===== src/sv/mm_pkg.sv =====
// ----------------------------------------------------------------------------
// Matrix multiply package
// Item types, field widths, register indexes and item kinds shared by the
// matrix multiply block and its element stores.
// ----------------------------------------------------------------------------
package mm_pkg;

  localparam int unsigned DATA_W        = 32;
  localparam int unsigned IDX_W         = 3;
  localparam int unsigned DIM_W         = 4;
  localparam int unsigned KIND_W        = 2;
  localparam int unsigned CFG_IDX_W     = 2;
  localparam int unsigned MAX_DIM_DEF   = 8;
  localparam int unsigned FRAC_BITS_DEF = 16;
  localparam int unsigned PROD_W        = 2 * DATA_W;

  // Configuration register indexes
  localparam logic [CFG_IDX_W-1:0] REG_A_ROWS     = 2'd0;
  localparam logic [CFG_IDX_W-1:0] REG_INNER_SIZE = 2'd1;
  localparam logic [CFG_IDX_W-1:0] REG_B_COLS     = 2'd2;

  localparam logic [DIM_W-1:0] DIM_RESET = 4'd3;

  typedef enum logic [KIND_W-1:0] {
    KIND_LOAD_A  = 2'd0,
    KIND_LOAD_B  = 2'd1,
    KIND_COMPUTE = 2'd2
  } kind_e;

  typedef struct packed {
    logic [KIND_W-1:0]        kind;
    logic [IDX_W-1:0]         row;
    logic [IDX_W-1:0]         col;
    logic signed [DATA_W-1:0] value;
  } in_item_t;

  typedef struct packed {
    logic [IDX_W-1:0]         row_res;
    logic [IDX_W-1:0]         col_res;
    logic signed [DATA_W-1:0] value_res;
    logic                     last;
  } out_item_t;

endpackage


===== src/sv/mm_store.sv =====
// ----------------------------------------------------------------------------
// Matrix multiply element store
// One-write, one-read element memory with registered read data. A valid bit
// per entry makes an entry that was never written read as zero after reset.
// ----------------------------------------------------------------------------
module mm_store #(
  parameter int unsigned DEPTH = 64,
  parameter int unsigned AW    = 6
) (
  input  logic                              clk_i,
  input  logic                              rst_ni,
  input  logic                              we_i,
  input  logic [AW-1:0]                     waddr_i,
  input  logic signed [mm_pkg::DATA_W-1:0]  wdata_i,
  input  logic [AW-1:0]                     raddr_i,
  output logic signed [mm_pkg::DATA_W-1:0]  rdata_o
);
  import mm_pkg::*;

  logic signed [DATA_W-1:0] mem_q [DEPTH];
  logic [DEPTH-1:0]         valid_q;
  logic signed [DATA_W-1:0] rd_q;
  logic                     rd_vld_q;

  always_ff @(posedge clk_i) begin
    if (we_i) begin
      mem_q[waddr_i] <= wdata_i;
    end
    rd_q <= mem_q[raddr_i];
  end

  always_ff @(posedge clk_i or negedge rst_ni) begin
    if (!rst_ni) begin
      valid_q  <= '0;
      rd_vld_q <= 1'b0;
    end else begin
      if (we_i) begin
        valid_q[waddr_i] <= 1'b1;
      end
      rd_vld_q <= valid_q[raddr_i];
    end
  end

  assign rdata_o = rd_vld_q ? rd_q : '0;

endmodule


===== config.mk =====
export PLATFORM = sky130hd
export DESIGN_NAME = mm_store
export DESIGN_NICKNAME = d
export VERILOG_FILES = /design/src/sv/mm_pkg.sv /design/src/sv/mm_store.sv
export SDC_FILE = /design/constraint.sdc
export NUM_CORES = 2
export LEC_CHECK = 0
export BUFFER_PORTS_ARGS = -buffer_cell sky130_fd_sc_hd__buf_2
export CORE_MARGIN = 2
export CORE_UTILIZATION = 31
export CTS_CLUSTER_DIAMETER = 120
export DETAILED_ROUTE_END_ITERATION = 6
export GPL_TIMING_DRIVEN = 0
export PLACE_DENSITY = 0.51
export SYNTH_ARGS = -nofsm -noshare
export SYNTH_HDL_FRONTEND = slang
export SYNTH_SLANG_ARGS = --single-unit

===== constraint.sdc =====
create_clock -name clk_i -period 2.3 [get_ports clk_i]
set_input_delay 0.23 -clock clk_i [delete_from_list [all_inputs] [get_ports clk_i]]
set_output_delay 0.23 -clock clk_i [all_outputs]
set_load 0.005 [all_outputs]

# Yosys cells after proc, flatten, opt, wreduce, memory -nomap -nowiden
# Memory sizes are Yosys's and may differ from the RTL's. A register that Yosys moved wholly into a read port is not among the register bits.
# Index checks and enable logic that the tools add are counted.
# classes
n_reduce_logical	1
bitwise_logic	1
order_cmp	3
muxes	7
# ops
cell	count
64-bit OR	1
32-bit 2-to-1 mux	1
6-bit by 7-bit < comparator with 1-bit output, second input constant	2
1-bit binary-select mux with 6-bit select	1
1-bit demux with 6-bit select	1
6-bit by 1-bit >= comparator with 1-bit output, second input constant	1
1-bit 2-to-1 mux	4
1-bit logical AND	1
# totals
mem_bits_rw	2048
output_inout_bits	32
regBits	65
n_memories	1
input_bits	47
# memory_table
name	words	width	read_ports	rd_clocked_by_memory_dff	write_ports	line	source
mem_q	64	32	1	1	1	mm_store.sv:20	logic signed [DATA_W-1:0] mem_q [DEPTH];

# Depth between registers and ports, before layout
# logic_depth
ltp_word	5
ltp_mapped	9
mapped_depth_nobuf	5

# Worst setup path after synthesis
# OpenSTA, ideal clock, no wires.
# synth_path
path_type	in2reg
start	in waddr_i[3]
end	mem mem_q[48][0] (enable)
arrival_time_ns	3.118
stages	4
n_path_buf	1
path_slack_ns	-1.280
required_ns	1.838
setup_ns	0.462
cell_sequence	clkbuf_1 nand4b_1 or2_2 nor3_1
# synth_lines
item	line	source
start: declaration	mm_store.sv:13	input logic [AW-1:0] waddr_i,
end: declaration	mm_store.sv:20	
# Straight into the memory's write port.

==> results.md <==
- Crit. Startpoint: raddr_i[1]
- Outcome: finished, violations left
- Post-Syn Area: 81400 sq um
- Cells along the critical path: buf_4, buf_4, buf_4, clkbuf_1, mux4_2, nand3_1, nand4_1, o211a_1
- Yosys warns: 0
- Clock root buffer master: clkbuf_16
- CTS tree: done
- Top FF cell, synth: edfxtp_1
- I/O pin cnt: 79
- Final Hold Viols: 0
- DRC errors left: 0
- Final setup TNS: -1.30 ns
- CTS H-tree lvls: 4
- P&R area growth vs syn: 18.8%
- Simple-gate share of the synthesized area: 0.0271
- Die Width: 516 um
- Grt ovf: 0
- Pre-CTS setup slack: -2.28 ns
- Post-synthesis cell type count: 37
- Max-cap violations: 0
- CP required: 3.03 ns
- Initial Utilization: 0.311
- WP data arrival: 3.19 ns
- Antenna Nets Post-Route: 0
- Vias in the first global route: 41447
- R2r setup slk: 0.09 ns
- Mapped Avg Cell Area: 22.0 sq um
- Buf+Inv Stages, Crit Path: 4
- CP delay by family, top: buffers and inverters
- Worst-Skew Late Latency: 0.87 ns
- CP Launch Type: primary input
- Initial DRC count: 5585
- GRT Util Overall: 0.195
- Crit Path Class: in -> reg
- Max-slew violations: 0
- Hold path endpoint: mem_q[8][2]$_DFFE_PP_
- Hpwl dp: 174000 um
- Synth Area in Adders: 0
- R2r startpoint: mem_q[2][9]$_DFFE_PP_
- Row count: 188
- Nets: 4175
- Final clock skew: 0.0277 ns
- Final setup fails: 32
- Peak VDD IR: 0.000711 V
- Hold_ws: 0.00457 ns
- Yosys top cell area share: 0.756
- Vias: 41783
- Global-route wire length before repair: 354000 um
- Part of the Yosys area used for sequential elements: 0.783
- Synth Area in XOR/XNOR: 0
- Post-Syn Nets: 3753
- Post-synth EDFFs: 2048
- Crit-path max FO: 10
- Area leader, netlist: edfxtp_1
- Share of cells above drive strength 1: 0.304
- Worst-path clk slew: 0.06 ns
- Cell count after synthesis: 3706
- Critical Path Most Common Cell: buf_4
- Slowest stage cell, crit path: clkbuf_1
- Worst r2r dst: rd_q[9]$_DFF_P_
- Final non-filler cell total: 7844
- Placer Congestion: 0.847
- Register area: 63800 sq um
- Multiplexer share of the synthesized area: 0.152
- Largest net degree at the start of global routing: 65
- Max Clk Rate: 407 MHz
- PortBufs: 71
- Reg2Reg Depth: 4
- Hold path depth: 1
- Total CTS buffers: 216
- Number of fill cells in the layout: 23758
- Compound-Gate Fraction of Synth Area: 0.0251
- CTS max path bufs: 3
- Core ar.: 262000 sq um
- Crit path largest cell delay: 0.66 ns
- Actual slew at the worst max-slew pin: 1.43 ns
- Hold path start: wdata_i[2]
- Drt first pass iters: 7
- FFs w/ async S/R, synth: 0.0303
- Commonest non-fill, non-tap cell in the layout: edfxtp_1
- Fin worst setup slack: -0.158 ns
- Initial antenna violation count: 14
- Post-DR wirelength/cell: 33.3 um
- Final Cycle Share: 1.07
- Main combinational cell family by area after synthesis: multiplexers
- Sink Count: 2145
- Placed cell count: 7395
- Die Ht: 516 um
- Hold Path Class: in -> reg
- Critical Path End Type: flip-flop
- Yosys reg bits: 2145
- Via density: 5.33
- Most frequent cells in the layout: 2048 x edfxtp_1, 462 x mux4_2, 225 x clkbuf_16
- Fin util: 0.369
- WL final: 262000 um
- Largest cells by area after synthesis: edfxtp_1 76%, mux4_2 13%, dfrtp_1 2.0%
- Multi-input logic area: 17300 sq um
- Tmin final: 2.46 ns
- RSZ-0062 raised after global routing: yes
- Leak Pwr: 30.5 nW
- Failing checks: setup timing
- Relative slew margins: 0.0450
- Power per cell area: 865 nW/um^2
- Die area: 267000 sq um
-- kinds of logic after synthesis --
logic type             count (synthesis)
AOI/OAI and AO/OA                    265
buffers and inverters                210
DFF                                 2145
muxes                                656
and+or+nand+nor                      430
-- power by group --
part / internal (mW) / switching, mW / total (mW)
Sequential: 43.3 / 0.183 / 43.5
Clock: 19.7 / 15.2 / 34.9
Combinational: 1.80 / 3.40 / 5.20
Total: 64.8 / 18.7 / 83.6
-- flip-flops by register name, summed over array words and instances (netlist names) --
name      count
valid_q      64
rd_q         32
rd_vld_q      1
mem_q      2048
-- cell type report --
| cell class | count | area share |
|---|---|---|
| Sequential cell | 2145 | 0.660 |
| Multi-Input combinational cell | 1351 | 0.179 |
| Clock buffer | 312 | 0.0636 |
| Tap cell | 3515 | 0.0455 |
| Timing Repair Buffer | 204 | 0.0305 |
| Buffer | 209 | 0.0124 |
| Clock inverter | 96 | 0.00892 |
| Antenna cell | 11 | 0.000285 |
| Inverter | 1 | 0.0000388 |
-- synth_stat cells, types with 2 or more instances --
cell type and n:
clkbuf_1 114, mux2i_1 146, edfxtp_1 2048, nor3_1 18, or2_2 68, mux2_1 7, o211a_1 20, dfxtp_1 32
nand3_1 59, nor2b_1 16, nand4_1 55, and3_1 7, or3_1 2, mux2_2 41, a22oi_1 54, nor2_1 90
nand2_1 68, nand3b_1 2, buf_6 5, a21oi_1 15, a31oi_1 15, o221ai_1 62, buf_2 56, o22ai_1 62
mux4_2 462, buf_4 20, buf_1 14, nand2b_1 9, and2_1 34, a221o_1 25, a211oi_1 10, dfrtp_1 65
-- metrics by stage --
stage	power, mW	cell area [sq um]
3_5_place_dp	49.5	88900
4_1_cts	84.1	96400
6_report	83.6	96700
5_1_grt	85.8	96700
2_1_floorplan	46.7	81500
3_3_place_gp	49.3	86200
-- metal layers --
| layer | vias up | GRT usage | wire (um) |
|---|---|---|---|
| met1 | 22922 | 0.274 | 110000 |
| met2 | 1931 | 0.309 | 122000 |
| met5 | - | 0 | 56 |
| met3 | 370 | 0.0343 | 21000 |
| li1 | 16552 | - | - |
| met4 | 8 | 0.0558 | 8420 |
-- worst max-delay path by stage --
stage                     slack (ns)                      end  cells after the start
after floorplan                -0.47   mem_q[61][0]$_DFFE_PP_                      4
after global placement         -3.61  mem_q[47][22]$_DFFE_PP_                      3
after detailed placement       -2.28         rd_q[17]$_DFF_P_                      8
after CTS                      -0.01          rd_q[0]$_DFF_P_                      8
after global routing           -0.01         rd_q[13]$_DFF_P_                      7
final                          -0.16         rd_q[14]$_DFF_P_                      8
-- timing repair --
action | 4_1_cts | 5_1_grt
hold buffers | 5 | 5
hold endpoints to repair | 133 | 33
cloned | 0 | 0
resized for setup | 123 | 18
pin swaps | 8 | 7
setup buffers | 4 | 15
endpoints found under the setup margin | 79 | 95
Power figures use the tool's default switching activity.
